===== config.mk =====
export PLATFORM = sky130hd
export DESIGN_NAME = touch_event_calibrator
export DESIGN_NICKNAME = d
export VERILOG_FILES = /design/src/design/tec_pkg.sv /design/src/design/tec_ctrl.sv /design/src/design/tec_dp.sv /design/src/design/touch_event_calibrator.sv
export SDC_FILE = /design/constraint.sdc
export NUM_CORES = 1
export LEC_CHECK = 0
export ABC_AREA = 1
export BUFFER_PORTS_ARGS = -buffer_cell sky130_fd_sc_hd__buf_2
export CORE_MARGIN = 3
export CORE_UTILIZATION = 50
export CTS_CLUSTER_DIAMETER = 30
export DETAILED_ROUTE_END_ITERATION = 7
export MAX_ROUTING_LAYER = met4
export PLACE_DENSITY = 0.67
export SYNTH_ARGS = -nofsm -noshare
export SYNTH_HDL_FRONTEND = slang
export SYNTH_SLANG_ARGS = --single-unit

===== constraint.sdc =====
create_clock -name clk -period 12.7 [get_ports clk]
set_clock_uncertainty 0.1 [all_clocks]
set_input_delay 0 -clock clk [delete_from_list [all_inputs] [get_ports clk]]
set_output_delay 0 -clock clk [all_outputs]
set_load 0.01 [all_outputs]

===== src/design/tec_pkg.sv =====
// ----------------------------------------------------------------------------
// Touch event calibrator package
// Shared constants, register indexes, controller states and the command and
// status bundles that pass between the controller and the datapath.
// ----------------------------------------------------------------------------
package tec_pkg;

  localparam int unsigned TypeW  = 16;
  localparam int unsigned CodeW  = 16;
  localparam int unsigned ValueW = 32;
  localparam int unsigned RawW   = 16;
  localparam int unsigned PosW   = 13;
  localparam int unsigned ProdW  = RawW + PosW;
  localparam int unsigned CfgW   = 16;
  localparam int unsigned CfgIdxW = 3;
  localparam int unsigned DivSteps = PosW;
  localparam int unsigned CntW   = $clog2(DivSteps);

  // Event encodings.
  localparam logic [TypeW-1:0] EvtKey   = 16'd1;
  localparam logic [TypeW-1:0] EvtAbs   = 16'd3;
  localparam logic [CodeW-1:0] AxisX    = 16'd0;
  localparam logic [CodeW-1:0] AxisY    = 16'd1;
  localparam logic [CodeW-1:0] KeyTouch = 16'd330;
  localparam logic [ValueW-1:0] KeyPressed = 32'd1;

  // Touch kinds carried in a result beat.
  localparam logic KindPress   = 1'b0;
  localparam logic KindRelease = 1'b1;

  // Register reset values.
  localparam logic [RawW-1:0] XMinRst = 16'd0;
  localparam logic [RawW-1:0] XMaxRst = 16'd4095;
  localparam logic [RawW-1:0] YMinRst = 16'd0;
  localparam logic [RawW-1:0] YMaxRst = 16'd4095;
  localparam logic [PosW-1:0] WidthRst  = 13'd800;
  localparam logic [PosW-1:0] HeightRst = 13'd480;

  typedef enum logic [CfgIdxW-1:0] {
    CFG_X_MIN  = 3'd0,
    CFG_X_MAX  = 3'd1,
    CFG_Y_MIN  = 3'd2,
    CFG_Y_MAX  = 3'd3,
    CFG_WIDTH  = 3'd4,
    CFG_HEIGHT = 3'd5
  } cfg_idx_t;

  typedef enum logic [2:0] {
    S_IDLE,
    S_CLAMP_X,
    S_MUL_X,
    S_DIV_X,
    S_CLAMP_Y,
    S_MUL_Y,
    S_DIV_Y,
    S_EMIT
  } state_t;

  typedef struct packed {
    logic accept;    // take the input beat
    logic clamp;     // clamp the raw reading of the selected axis
    logic mul;       // scale the clamped offset by the screen span
    logic div_step;  // one restoring division step
    logic axis_y;    // selected axis: 0 = X, 1 = Y
    logic emit;      // load the output register
  } cmd_t;

  typedef struct packed {
    logic press;     // input beat is a touch-key press
    logic release_k; // input beat is a touch-key release
    logic div_last;  // current division step is the last one
    logic out_free;  // output register can take a new result
  } status_t;

endpackage


===== src/design/tec_ctrl.sv =====
// ----------------------------------------------------------------------------
// Touch event calibrator controller
// Sequences input acceptance, the per-axis clamp, multiply and division steps,
// and the hand-over of each result to the output register.
// ----------------------------------------------------------------------------
module tec_ctrl (
  input  logic              clk,
  input  logic              rst,
  input  logic              in_valid,
  output logic              in_ready,
  input  tec_pkg::status_t  status,
  output tec_pkg::cmd_t     cmd
);
  import tec_pkg::*;

  state_t state;
  state_t state_next;

  always_ff @(posedge clk) begin
    if (rst) begin
      state <= S_IDLE;
    end else begin
      state <= state_next;
    end
  end

  always_comb begin
    state_next = state;
    cmd        = '0;
    in_ready   = 1'b0;
    unique case (state)
      S_IDLE: begin
        in_ready = 1'b1;
        if (in_valid) begin
          cmd.accept = 1'b1;
          if (status.press) begin
            state_next = S_CLAMP_X;
          end else if (status.release_k) begin
            state_next = S_EMIT;
          end
        end
      end
      S_CLAMP_X: begin
        cmd.clamp  = 1'b1;
        state_next = S_MUL_X;
      end
      S_MUL_X: begin
        cmd.mul    = 1'b1;
        state_next = S_DIV_X;
      end
      S_DIV_X: begin
        cmd.div_step = 1'b1;
        if (status.div_last) begin
          state_next = S_CLAMP_Y;
        end
      end
      S_CLAMP_Y: begin
        cmd.clamp  = 1'b1;
        cmd.axis_y = 1'b1;
        state_next = S_MUL_Y;
      end
      S_MUL_Y: begin
        cmd.mul    = 1'b1;
        cmd.axis_y = 1'b1;
        state_next = S_DIV_Y;
      end
      S_DIV_Y: begin
        cmd.div_step = 1'b1;
        cmd.axis_y   = 1'b1;
        if (status.div_last) begin
          state_next = S_EMIT;
        end
      end
      S_EMIT: begin
        if (status.out_free) begin
          cmd.emit   = 1'b1;
          state_next = S_IDLE;
        end
      end
      default: begin
        state_next = S_IDLE;
      end
    endcase
  end

endmodule


===== src/design/tec_dp.sv =====
// ----------------------------------------------------------------------------
// Touch event calibrator datapath
// Holds the calibration registers, raw and mapped coordinates, one shared
// clamp, multiply and restoring divider, and the output register.
// ----------------------------------------------------------------------------
module tec_dp (
  input  logic                          clk,
  input  logic                          rst,
  input  logic                          cfg_we,
  input  logic [tec_pkg::CfgIdxW-1:0]   cfg_index,
  input  logic [tec_pkg::CfgW-1:0]      cfg_data,
  input  logic [tec_pkg::TypeW-1:0]     event_type,
  input  logic [tec_pkg::CodeW-1:0]     event_code,
  input  logic [tec_pkg::ValueW-1:0]    event_value,
  input  logic                          out_ready,
  output logic                          out_valid,
  output logic                          touch_kind,
  output logic [tec_pkg::PosW-1:0]      x_pos,
  output logic [tec_pkg::PosW-1:0]      y_pos,
  input  tec_pkg::cmd_t                 cmd,
  output tec_pkg::status_t              status
);
  import tec_pkg::*;

  logic [RawW-1:0]   x_min, x_max, y_min, y_max;
  logic [PosW-1:0]   width, height;
  logic [ValueW-1:0] raw_x, raw_y;
  logic [PosW-1:0]   mapped_x, mapped_y;
  logic              kind;

  logic [RawW-1:0]   offset;
  logic [RawW-1:0]   divisor;
  logic              empty;
  logic [RawW-1:0]   rem;
  logic [PosW-1:0]   quo;
  logic [CntW-1:0]   cnt;

  logic [ValueW-1:0] sel_raw;
  logic [RawW-1:0]   sel_lo, sel_hi;
  logic [PosW-1:0]   sel_span;
  logic [RawW-1:0]   clamped;
  logic [ProdW-1:0]  prod;
  logic [RawW:0]     trial;
  logic              fits;
  logic [RawW-1:0]   rem_next;
  logic [PosW-1:0]   quo_next;
  logic              is_touch_key;

  // Decode of the offered beat.
  assign is_touch_key    = (event_type == EvtKey) && (event_code == KeyTouch);
  assign status.press    = is_touch_key && (event_value == KeyPressed);
  assign status.release_k = is_touch_key && (event_value != KeyPressed);
  assign status.div_last = (cnt == CntW'(DivSteps - 1));
  assign status.out_free = !out_valid || out_ready;

  // Configuration registers.
  always_ff @(posedge clk) begin
    if (rst) begin
      x_min  <= XMinRst;
      x_max  <= XMaxRst;
      y_min  <= YMinRst;
      y_max  <= YMaxRst;
      width  <= WidthRst;
      height <= HeightRst;
    end else if (cfg_we) begin
      unique case (cfg_index)
        CFG_X_MIN:  x_min  <= cfg_data;
        CFG_X_MAX:  x_max  <= cfg_data;
        CFG_Y_MIN:  y_min  <= cfg_data;
        CFG_Y_MAX:  y_max  <= cfg_data;
        CFG_WIDTH:  width  <= cfg_data[PosW-1:0];
        CFG_HEIGHT: height <= cfg_data[PosW-1:0];
        default: ;
      endcase
    end
  end

  // Axis selection for the shared arithmetic.
  always_comb begin
    if (cmd.axis_y) begin
      sel_raw  = raw_y;
      sel_lo   = y_min;
      sel_hi   = y_max;
      sel_span = height;
    end else begin
      sel_raw  = raw_x;
      sel_lo   = x_min;
      sel_hi   = x_max;
      sel_span = width;
    end
  end

  always_comb begin
    if (sel_raw < ValueW'(sel_lo)) begin
      clamped = sel_lo;
    end else if (sel_raw > ValueW'(sel_hi)) begin
      clamped = sel_hi;
    end else begin
      clamped = sel_raw[RawW-1:0];
    end
  end

  assign prod = ProdW'(offset) * ProdW'(sel_span);

  // The quotient never exceeds the span, so the upper product bits are
  // already below the divisor and only PosW steps are needed.
  assign trial    = {rem, quo[PosW-1]} - {1'b0, divisor};
  assign fits     = !trial[RawW];
  assign rem_next = fits ? trial[RawW-1:0] : {rem[RawW-2:0], quo[PosW-1]};
  assign quo_next = {quo[PosW-2:0], fits};

  always_ff @(posedge clk) begin
    if (cmd.clamp) begin
      offset  <= clamped - sel_lo;
      divisor <= sel_hi - sel_lo;
      empty   <= (sel_hi <= sel_lo);
    end
    if (cmd.mul) begin
      rem <= prod[ProdW-1:PosW];
      quo <= prod[PosW-1:0];
    end else if (cmd.div_step) begin
      rem <= rem_next;
      quo <= quo_next;
    end
  end

  always_ff @(posedge clk) begin
    if (rst) begin
      cnt <= '0;
    end else if (cmd.mul) begin
      cnt <= '0;
    end else if (cmd.div_step) begin
      cnt <= cnt + CntW'(1);
    end
  end

  // Coordinate state.
  always_ff @(posedge clk) begin
    if (rst) begin
      raw_x    <= '0;
      raw_y    <= '0;
      mapped_x <= '0;
      mapped_y <= '0;
      kind     <= KindPress;
    end else begin
      if (cmd.accept) begin
        kind <= status.press ? KindPress : KindRelease;
        if (event_type == EvtAbs && event_code == AxisX) begin
          raw_x <= event_value;
        end else if (event_type == EvtAbs && event_code == AxisY) begin
          raw_y <= event_value;
        end
      end
      if (cmd.div_step && status.div_last) begin
        if (cmd.axis_y) begin
          mapped_y <= empty ? '0 : quo_next;
        end else begin
          mapped_x <= empty ? '0 : quo_next;
        end
      end
    end
  end

  // Output register.
  always_ff @(posedge clk) begin
    if (rst) begin
      out_valid <= 1'b0;
    end else if (cmd.emit) begin
      out_valid <= 1'b1;
    end else if (out_ready) begin
      out_valid <= 1'b0;
    end
  end

  always_ff @(posedge clk) begin
    if (cmd.emit) begin
      touch_kind <= kind;
      x_pos      <= mapped_x;
      y_pos      <= mapped_y;
    end
  end

endmodule


===== src/design/touch_event_calibrator.sv =====
// ----------------------------------------------------------------------------
// Touch event calibrator
// Flow: a release beat goes straight from the idle state to the output load; a
// press runs two clamps, two multiplies, two 13-step divisions and the output
// load. The output load waits while the output register still holds a result.
// Throughput: one beat per cycle for axis and ignored events in the idle state;
// a release or press holds the input off until its result is loaded.
// Reset: synchronous; registers return to their defaults, coordinates clear.
// ----------------------------------------------------------------------------
module touch_event_calibrator (
  input  logic                          clk,
  input  logic                          rst,
  // Configuration write port.
  input  logic                          cfg_we,
  input  logic [tec_pkg::CfgIdxW-1:0]   cfg_index,
  input  logic [tec_pkg::CfgW-1:0]      cfg_data,
  // Input event channel.
  input  logic                          in_valid,
  output logic                          in_ready,
  input  logic [tec_pkg::TypeW-1:0]     event_type,
  input  logic [tec_pkg::CodeW-1:0]     event_code,
  input  logic [tec_pkg::ValueW-1:0]    event_value,
  // Result channel.
  output logic                          out_valid,
  input  logic                          out_ready,
  output logic                          touch_kind,
  output logic [tec_pkg::PosW-1:0]      x_pos,
  output logic [tec_pkg::PosW-1:0]      y_pos
);
  import tec_pkg::*;

  // The controller steps through the clamp, multiply and division of each
  // axis in turn. Axis events are stored straight away in the idle state,
  // which they do not leave. A result sits in the output register until it
  // is taken, while the controller is already free to accept the next beat;
  // only a second result waits for the register to drain.
  cmd_t    cmd;
  status_t status;

  tec_ctrl u_ctrl (
    .clk      (clk),
    .rst      (rst),
    .in_valid (in_valid),
    .in_ready (in_ready),
    .status   (status),
    .cmd      (cmd)
  );

  // The datapath maps each axis as ((clamp(r) - lo) * span) / (hi - lo),
  // with a truncating quotient and zero whenever the raw range is empty.
  tec_dp u_dp (
    .clk         (clk),
    .rst         (rst),
    .cfg_we      (cfg_we),
    .cfg_index   (cfg_index),
    .cfg_data    (cfg_data),
    .event_type  (event_type),
    .event_code  (event_code),
    .event_value (event_value),
    .out_ready   (out_ready),
    .out_valid   (out_valid),
    .touch_kind  (touch_kind),
    .x_pos       (x_pos),
    .y_pos       (y_pos),
    .cmd         (cmd),
    .status      (status)
  );

endmodule


# After elaboration in Yosys (flattened, before gate mapping)
# Cells that the tools add are included.
# classes
addsub	4
multipliers	1
magnitude_cmp	3
n_eq_ne	24
n_mux	31
bitwise	2
reduce_logical	30
# op_table
operator	count
2-to-1 mux 16 bit	7
2-to-1 mux 13 bit	4
== test 16 x 1 -> 1 bit (second input constant)	2
== test 32 x 1 -> 1 bit (second input constant)	1
greater-than comparator 32 x 16 -> 1 bit	1
< comparator 32 x 16 -> 1 bit	1
2-to-1 mux 32 bit	1
inequality test 32 x 1 -> 1 bit (second input constant)	1
subtractor 16 bit	2
multiplier 16 x 13 -> 29 bit	1
one-hot mux 3 bit (8 select lines)	1
== test 3 bit (second input constant)	6
2-to-1 mux 3 bit	6
AND reduction 2 bit	9
subtractor 17 x 16 -> 17 bit	1
== test 16 x 2 -> 1 bit (second input constant)	1
== test 16 x 9 -> 1 bit (second input constant)	1
less-or-equal comparator 16 bit	1
zero test 16 bit	1
== test 3 x 2 -> 1 bit (second input constant)	4
2-to-1 mux 1 bit	12
OR reduction 2 bit	4
== test 3 x 1 -> 1 bit (second input constant)	2
logical AND 1 bit	6
other kinds (13)	19
# totals
register_bits	278
input_bits	88
wordCells	117

# Longest topological paths before layout
# Gate-level depths: netlist (run 1).
# depth
depth_word	8
ltp_mapped	36
depth_no_buf	35

# By module
# From an unflattened synthesis (run 1), not the netlist that was laid out.
# hier_totals
hier_cells	2759
area_unflattened_um2	21220.4
# by_module_without_submodules
module	instances	cells_per_inst	area_each_um2	seq_area_each_um2
tec_dp	1	2698	20836.2	6396.1
tec_ctrl	1	61	384.1	60.1

# Least setup slack after synthesis (run 1)
# No wires, ideal clock.
# synth_timing
path_type	register to register
startpoint	register u_ctrl.state[0]
endpoint	register u_dp.rem[12], data pin
setup_time_ns	0.254
t_arrival_ns	5.932
required_ns	12.346
setup_slack_ns	6.414
path_stages_with_launch	29
n_path_buf	4
synth_period_minus_slack_ns	6.286
cell_sequence	dfxtp_1 -> inv_1 -> ha_1 -> nand2_1 -> nand3_2 -> buf_2 -> buf_4 -> buf_4 -> o21ai_0 -> buf_2 -> nor2_1 -> fa_1 -> inv_1 -> fa_1 -> fa_1 -> inv_1 -> fa_1 -> inv_1 -> fa_1 -> inv_1 -> ha_1 -> a21o_1 -> a31oi_1 -> o21ai_0 -> a21oi_1 -> nand2_1 -> or2_2 -> nand3_1 -> nand2_1
# synth_via
elab_chain_len	6
word_cells_on_any_way	11
classes_between	mul (1); eq/ne (4); mux (4); reduce/logical (2)
# synth_rtl
item	line	text
start, declared	tec_ctrl.sv:16	state_t state;
start signal, assigned	tec_ctrl.sv:23	state <= state_next;
== test 3 bit	tec_ctrl.sv:31	unique case (state)
OR reduction 3 bit (no source line)	--	
2-to-1 mux 1 bit	tec_ctrl.sv:31	
2-to-1 mux 13 bit	tec_dp.sv:80	if (cmd.axis_y) begin
multiplier 16 x 13 -> 29 bit	tec_dp.sv:103	assign prod = ProdW'(offset) * ProdW'(sel_span);
2-to-1 mux 16 bit *	tec_dp.sv:118	if (cmd.mul) begin
end signal, assigned	tec_dp.sv:119	rem <= prod[ProdW-1:PosW];
end signal, assigned	tec_dp.sv:122	rem <= rem_next;
end, declared	tec_dp.sv:34	logic [RawW-1:0] rem;
# Mark *: on every way between the ends. The rest lies on a longest branch, timed or not.
# A chain may end at the register's enable or synchronous reset.

# Worst setup path after layout (run 1)
# layout_timing
startpoint	register u_ctrl.state[0]
endpoint	register u_dp.rem[10], data pin
# Same word-level chain as after synthesis.

==> flow_summary.toml, run 1 <==
[detailed_routing]
vias_per_cell = 5.33
post_drt_wl_per_cell_um = 16.8
vias = 18400
drcViolationCount = 0
wl_um = 58300
postRouteAntennaNets = 0
drt_first_iter_violations = 1310
first_pass_iters = 6

[placed_design]
portBuffers = 116
dpl.hpwl_um = 43600
preCtsSetupSlack_ns = 5.67
dp_cells = 3289
place_congestion = 0.958

[floorplanning]
die_area_mm2 = 0.0446
initial_core_util = 0.511
row_count = 74
die_h_um = 211
fp.coreArea_mm2 = 0.0412
ios = 117
die_w_um = 211

[clocking]
clkTransAtPathRegs_ns = 0.05
post_cts_buffers = 0
cts_tree = "done"
clk_latency_ns = 0.59
holdBufCountCts = 67
cts_buffer_depth = 3
cts_made_buffers = 54
ctsResizeCount = 0
h-tree-depth = 2
root_buffer = "clkbuf_16"
clock-sinks = 278

[global_route]
grt.overflow.total = 0
grt_pass1_wl_um = 93600
grt_pass1_vias = 18100
grt_max_degree = 112
grt_use_total = 0.270
grt_antenna_before_repair = 0

[worst_setup_path]
worstSetupEndpointType = "flip-flop"
cp_num_cells = 28
path_delay_family = "adder cells"
criticalPathCategory = "flip-flop to flip-flop"
worstRegToRegCells = 28
critical_path_buf_inv_count = 7
crit_path_start_kind = "flip-flop"
cpPeakStageDelay_ns = 0.95
critPathRequiredTime_ns = 12.92
crit_slowest_cell = "o21ai_1"
r2r_end = "u_dp.rem[10]"
r2r-start = "u_ctrl.state[0]"
crit_start = "u_ctrl.state[0]"
critPathMaxFanout = 46
crit_end = "u_dp.rem[10]"
reg2reg_setup_slack_ns = 5.57
cp_data_arrival_time_ns = 7.35

[layout]
layout.nets = 3283
diodes = 0
layoutNonFillerInstCount = 3458
layout-drive-gt1-share = 0.0916
area_delta_synth_final_pct = 16.8

[synth]
synth_top_family_by_area = "adder cells"
synthCells = 2715
synth.area.mux_share = 0.00618
synth_fa_ha_area_frac = 0.243
ys_ff_latch = 278
yosys_warnings = 0
syn_nets = 3118
synthXorXnorAreaFrac = 0.0191
synth_area_leaders = "dfxtp_1, fa_1, edfxtp_1"
syn-cell-area_mm2 = 0.0210
yosys-top-cells-count = "nand2_1, inv_1, nor2_1"
synth_edf_count = 89
yosys.area_share.simple = 0.203
synth_top_area_share = 0.180
async_flop_share = 0
synth.avg_cell_area_um2 = 7.75
ys.flop_type = "dfxtp_1"
synth_compound_area_frac = 0.122
yosysUniqueCellTypes = 47
yosysSeqAreaShare = 0.307
synth.most_common_cell = "nand2_1"
synth_largest_area_cell = "dfxtp_1"

[status]
status = "completed"

[min_path]
hold_depth = 5
min_path_type = "primary input to flip-flop"

[sta]
period_minus_slack_ns = 7.13
setup_viol = 0
setup_slack_ns = 5.57
worst_pin_slew_ns = 1.22
fin_crit_sh = 0.561
finalMaxSlewViolations = 0
maxSlewHeadroom = 0.185
clock.fmax_ghz = 0.140
fin_hold_ws_ns = 0.0307
hold_violations = 0
grt_setup_unrepaired = "false"
finalSetupTns_ns = 0

[job]
cap_violations = 0
-- cell type report --
class	count	area (µm²)
multi-input combinational	1899	12500
fill	3725	16600
clock inverter	35	422
inverter	443	1670
clock buffer	67	1470
timing repair buffer	204	1410
tap	532	666
sequential	278	6460
-- how the worst min path moves through the flow --
stage,slack [ns],to,from
after floorplan,-0.03,u_dp.out_valid,rst
after global placement,0.14,u_dp.out_valid,rst
after detailed placement,0.14,u_dp.out_valid,rst
after CTS,0.003,u_ctrl.state[2],event_type[1]
after global routing,0.06,u_dp.raw_y[24],event_type[9]
final,0.03,u_dp.raw_y[26],event_type[9]
-- layer usage --
| layer | track usage | routed length (µm) |
|---|---|---|
| met2 | 0.441 | 27900 |
| met1 | 0.349 | 25500 |
| met3 | 0.0405 | 3010 |
| met5 | - | 0 |
| met4 | 0.0878 | 1810 |
-- worst reg2reg max path, delay by kind of cell (launching register included) --
kind / cells / cell delay (ns)
adder cells (fa/ha/maj): 7 / 3.15
AO/OA/AOI/OAI: 4 / 1.45
AND/OR/NAND/NOR: 10 / 1.09
buffers and inverters: 7 / 0.72
flip-flops: 1 / 0.36
-- cells in the final DEF, fill, tap and decap left out, types with 4 or more instances in the layout --
master / instances
inv_6: 5
xnor2_1: 15
o21ai_2: 15
or2_2: 13
nand3b_1: 7
a21o_1: 8
inv_1: 439
o21ai_1: 43
buf_2: 116
a31oi_1: 7
buf_4: 21
clkbuf_8: 5
xor2_1: 31
or2_1: 11
fa_1: 157
o21ai_0: 215
clkinv_1: 5
dlygate4sd3_1: 67
a21oi_1: 171
nand3_1: 92
o21bai_1: 4
nor3_1: 17
edfxtp_1: 89
dfxtp_1: 189
nand2_1: 522
a21boi_0: 4
clkbuf_16: 55
mux2i_1: 13
clkinv_4: 4
nor4_1: 13
ha_1: 158
bufinv_16: 6
clkinv_2: 10
clkbuf_1: 7
nand4_1: 10
nor2_1: 345
o211ai_1: 4
-- flip-flops by register name, indices dropped and copies added, names as in the netlist --
register and cells:
u_dp.raw_x 32, u_dp.raw_y 32, u_dp.divisor 16, u_dp.offset 16, u_dp.rem 16, u_dp.x_max 16, u_dp.x_min 16, u_dp.y_max 16
u_dp.y_min 16, u_dp.height 13, u_dp.mapped_x 13, u_dp.mapped_y 13, u_dp.quo 13, u_dp.width 13, u_dp.x_pos 13, u_dp.y_pos 13
u_dp.cnt 4, u_ctrl.state 3, u_dp.empty 1, u_dp.kind 1, u_dp.out_valid 1, u_dp.touch_kind 1
-- logic make-up after synthesis --
| logic type | Yosys count |
|---|---|
| AND/OR/NAND/NOR | 1043 |
| buffers and inverters | 538 |
| AO/OA/AOI/OAI | 482 |
| adder cells (fa/ha/maj) | 315 |
| flip-flops | 278 |
| XOR/XNOR | 46 |
| multiplexers | 13 |
-- per-stage QoR --
step                      utilization  cell area [µm²]
after detailed placement        0.534            22000
after global placement          0.534            22000
after CTS                       0.596            24600
after floorplan                     -            21000
final                           0.596            24600
after global routing            0.596            24600
Power of run 1 is left out: the tool's default activity adds up to more than one toggle a clock period on the data nets, which glitch-free logic cannot reach.
==> run 2, diff against run 1 <==
clock period = 6.6 ns   (was 12.7 ns; I/O delays follow)
==> flow_summary.toml, run 2 (synthesized netlist as in run 1, its figures left out) <==
[detailed_routing]
drt_first_iter_violations = 1308
post_drt_wl_per_cell_um = 17.1
postRouteAntennaNets = 0
drcViolationCount = 0
first_pass_iters = 5
vias_per_cell = 5.35
vias = 18800
wl_um = 60100

[sta]
period_minus_slack_ns = 6.35
hold_violations = 0
clock.fmax_ghz = 0.157
finalMaxSlewViolations = 0
setup_viol = 0
fin_crit_sh = 0.962
worst_pin_slew_ns = 1.30
maxSlewHeadroom = 0.131

[min_path]
min_path_type = "primary input to flip-flop"
hp-start = "event_type[7]"
min_to = "u_dp.raw_y[5]"
hold_depth = 5

[worst_setup_path]
cpPeakStageDelay_ns = 0.55
critPathRequiredTime_ns = 6.82
reg2reg_setup_slack_ns = 0.25
r2r_end = "u_dp.rem[14]"
crit_slowest_cell = "fa_1"
worstSetupEndpointType = "flip-flop"
crit_path_start_kind = "flip-flop"
critPathMaxFanout = 12
worst_path_most_repeated_cell = "nand2_1"
cp_data_arrival_time_ns = 6.57
r2r-start = "u_ctrl.state[0]"
worstRegToRegCells = 28
criticalPathCategory = "flip-flop to flip-flop"

[clocking]
cts_tree = "done"
root_buffer = "clkbuf_16"
cts_buffer_depth = 3
h-tree-depth = 2
clkTransAtPathRegs_ns = 0.05
clk_latency_ns = 0.60
cts_made_buffers = 57
clock-sinks = 278

[layout]
fillers = 3616
final_util = 0.618
area_delta_synth_final_pct = 21.0
top_regs = "u_dp.raw_x x32, u_dp.raw_y x32"
layout_commonest_cell = "nand2_1"
layout-drive-gt1-share = 0.121
layout.nets = 3340
diodes = 0
final_cell_mix = "nand2_1, inv_1, nor2_1"
layoutNonFillerInstCount = 3518

[floorplanning]
row_count = 74
fp.coreArea_mm2 = 0.0412
die_area_mm2 = 0.0446
initial_core_util = 0.511
die_h_um = 211
ios = 117
die_w_um = 211

[global_route]
grt_pass1_wl_um = 96200
grt.overflow.total = 0
grt_pass1_vias = 18800
grt_antenna_before_repair = 0
grt_max_degree = 117
grt_use_total = 0.277

[status]
status = "completed"

[placed_design]
portBuffers = 116
place_congestion = 0.973
dp_cells = 3331
dpl.hpwl_um = 44500

[job]
cap_violations = 0
-- run 2: cell count changes in the layout (fill, tap and decap cells not counted), sizes merged --
cell / before / now
clkinvlp: 2 / 9
dlygate4sd3: 67 / 70
bufinv: 6 / 10
clkinv: 22 / 15
buf: 137 / 187
clkbuf: 67 / 74
inv: 448 / 444
-- run 2: area by class of cell --
type                    instances  area [µm²]  area share
clock inverters                35         518      0.0203
multi-input cells            1899       12600       0.495
inverters                     443        1670      0.0657
repair buffers                258        1920      0.0754
clock buffers                  73        1630      0.0640
flip-flops and latches        278        6460       0.253
well taps                     532         666      0.0261
-- run 2: layer usage --
metal	vias to the layer above	GRT usage	share of wire
li1	9100	-	-
met1	9011	0.347	0.42
met2	561	0.467	0.50
met3	133	0.0361	0.050
met4	0	0.0903	0.034
met5	-	-	0
-- run 2: worst max-delay path by stage --
stage | cells past startpoint | startpoint | end | slack, ns
2_1_floorplan | 28 | u_ctrl.state[0] | u_dp.rem[12] | 0.31
3_3_place_gp | 29 | u_ctrl.state[0] | u_dp.rem[10] | 0.23
3_5_place_dp | 29 | u_ctrl.state[0] | u_dp.rem[10] | 0.08
4_1_cts | 29 | u_ctrl.state[0] | u_dp.rem[10] | 0.07
5_1_grt | 28 | u_ctrl.state[0] | u_dp.rem[7] | -0.04
6_report | 28 | u_ctrl.state[0] | u_dp.rem[14] | 0.25
-- run 2: timing repair --
action / 4_1_cts / 5_1_grt
hold buffers: 70 / 0
endpoints found under the setup margin: 0 / 13
setup buffers: 0 / 8
endpoints found under the hold margin: 216 / 0
resized for setup: 0 / 40
-- run 2: per-stage QoR --
step                setup TNS [ns]  instance area, µm²  setup WS, ns  hold WS (ns)
CTS                              0               25300        0.0718       0.00154
detailed placement               0               22400        0.0814         0.131
floorplan                        0               21000         0.314       -0.0309
finish                           0               25500         0.249        0.0254
global placement                 0               22400         0.228         0.137
global route               -0.0816               25500       -0.0383        0.0757
-- run 2: worst max-delay path: cells and delay by family, from the launching register on --
kind | cells | cell delay [ns]
adder cells (fa/ha/maj) | 7 | 3.13
buffers and inverters | 8 | 0.87
AO/OA/AOI/OAI | 5 | 0.84
AND/OR/NAND/NOR | 8 | 0.78
flip-flops | 1 | 0.37
Power of run 2 is left out for the same reason.
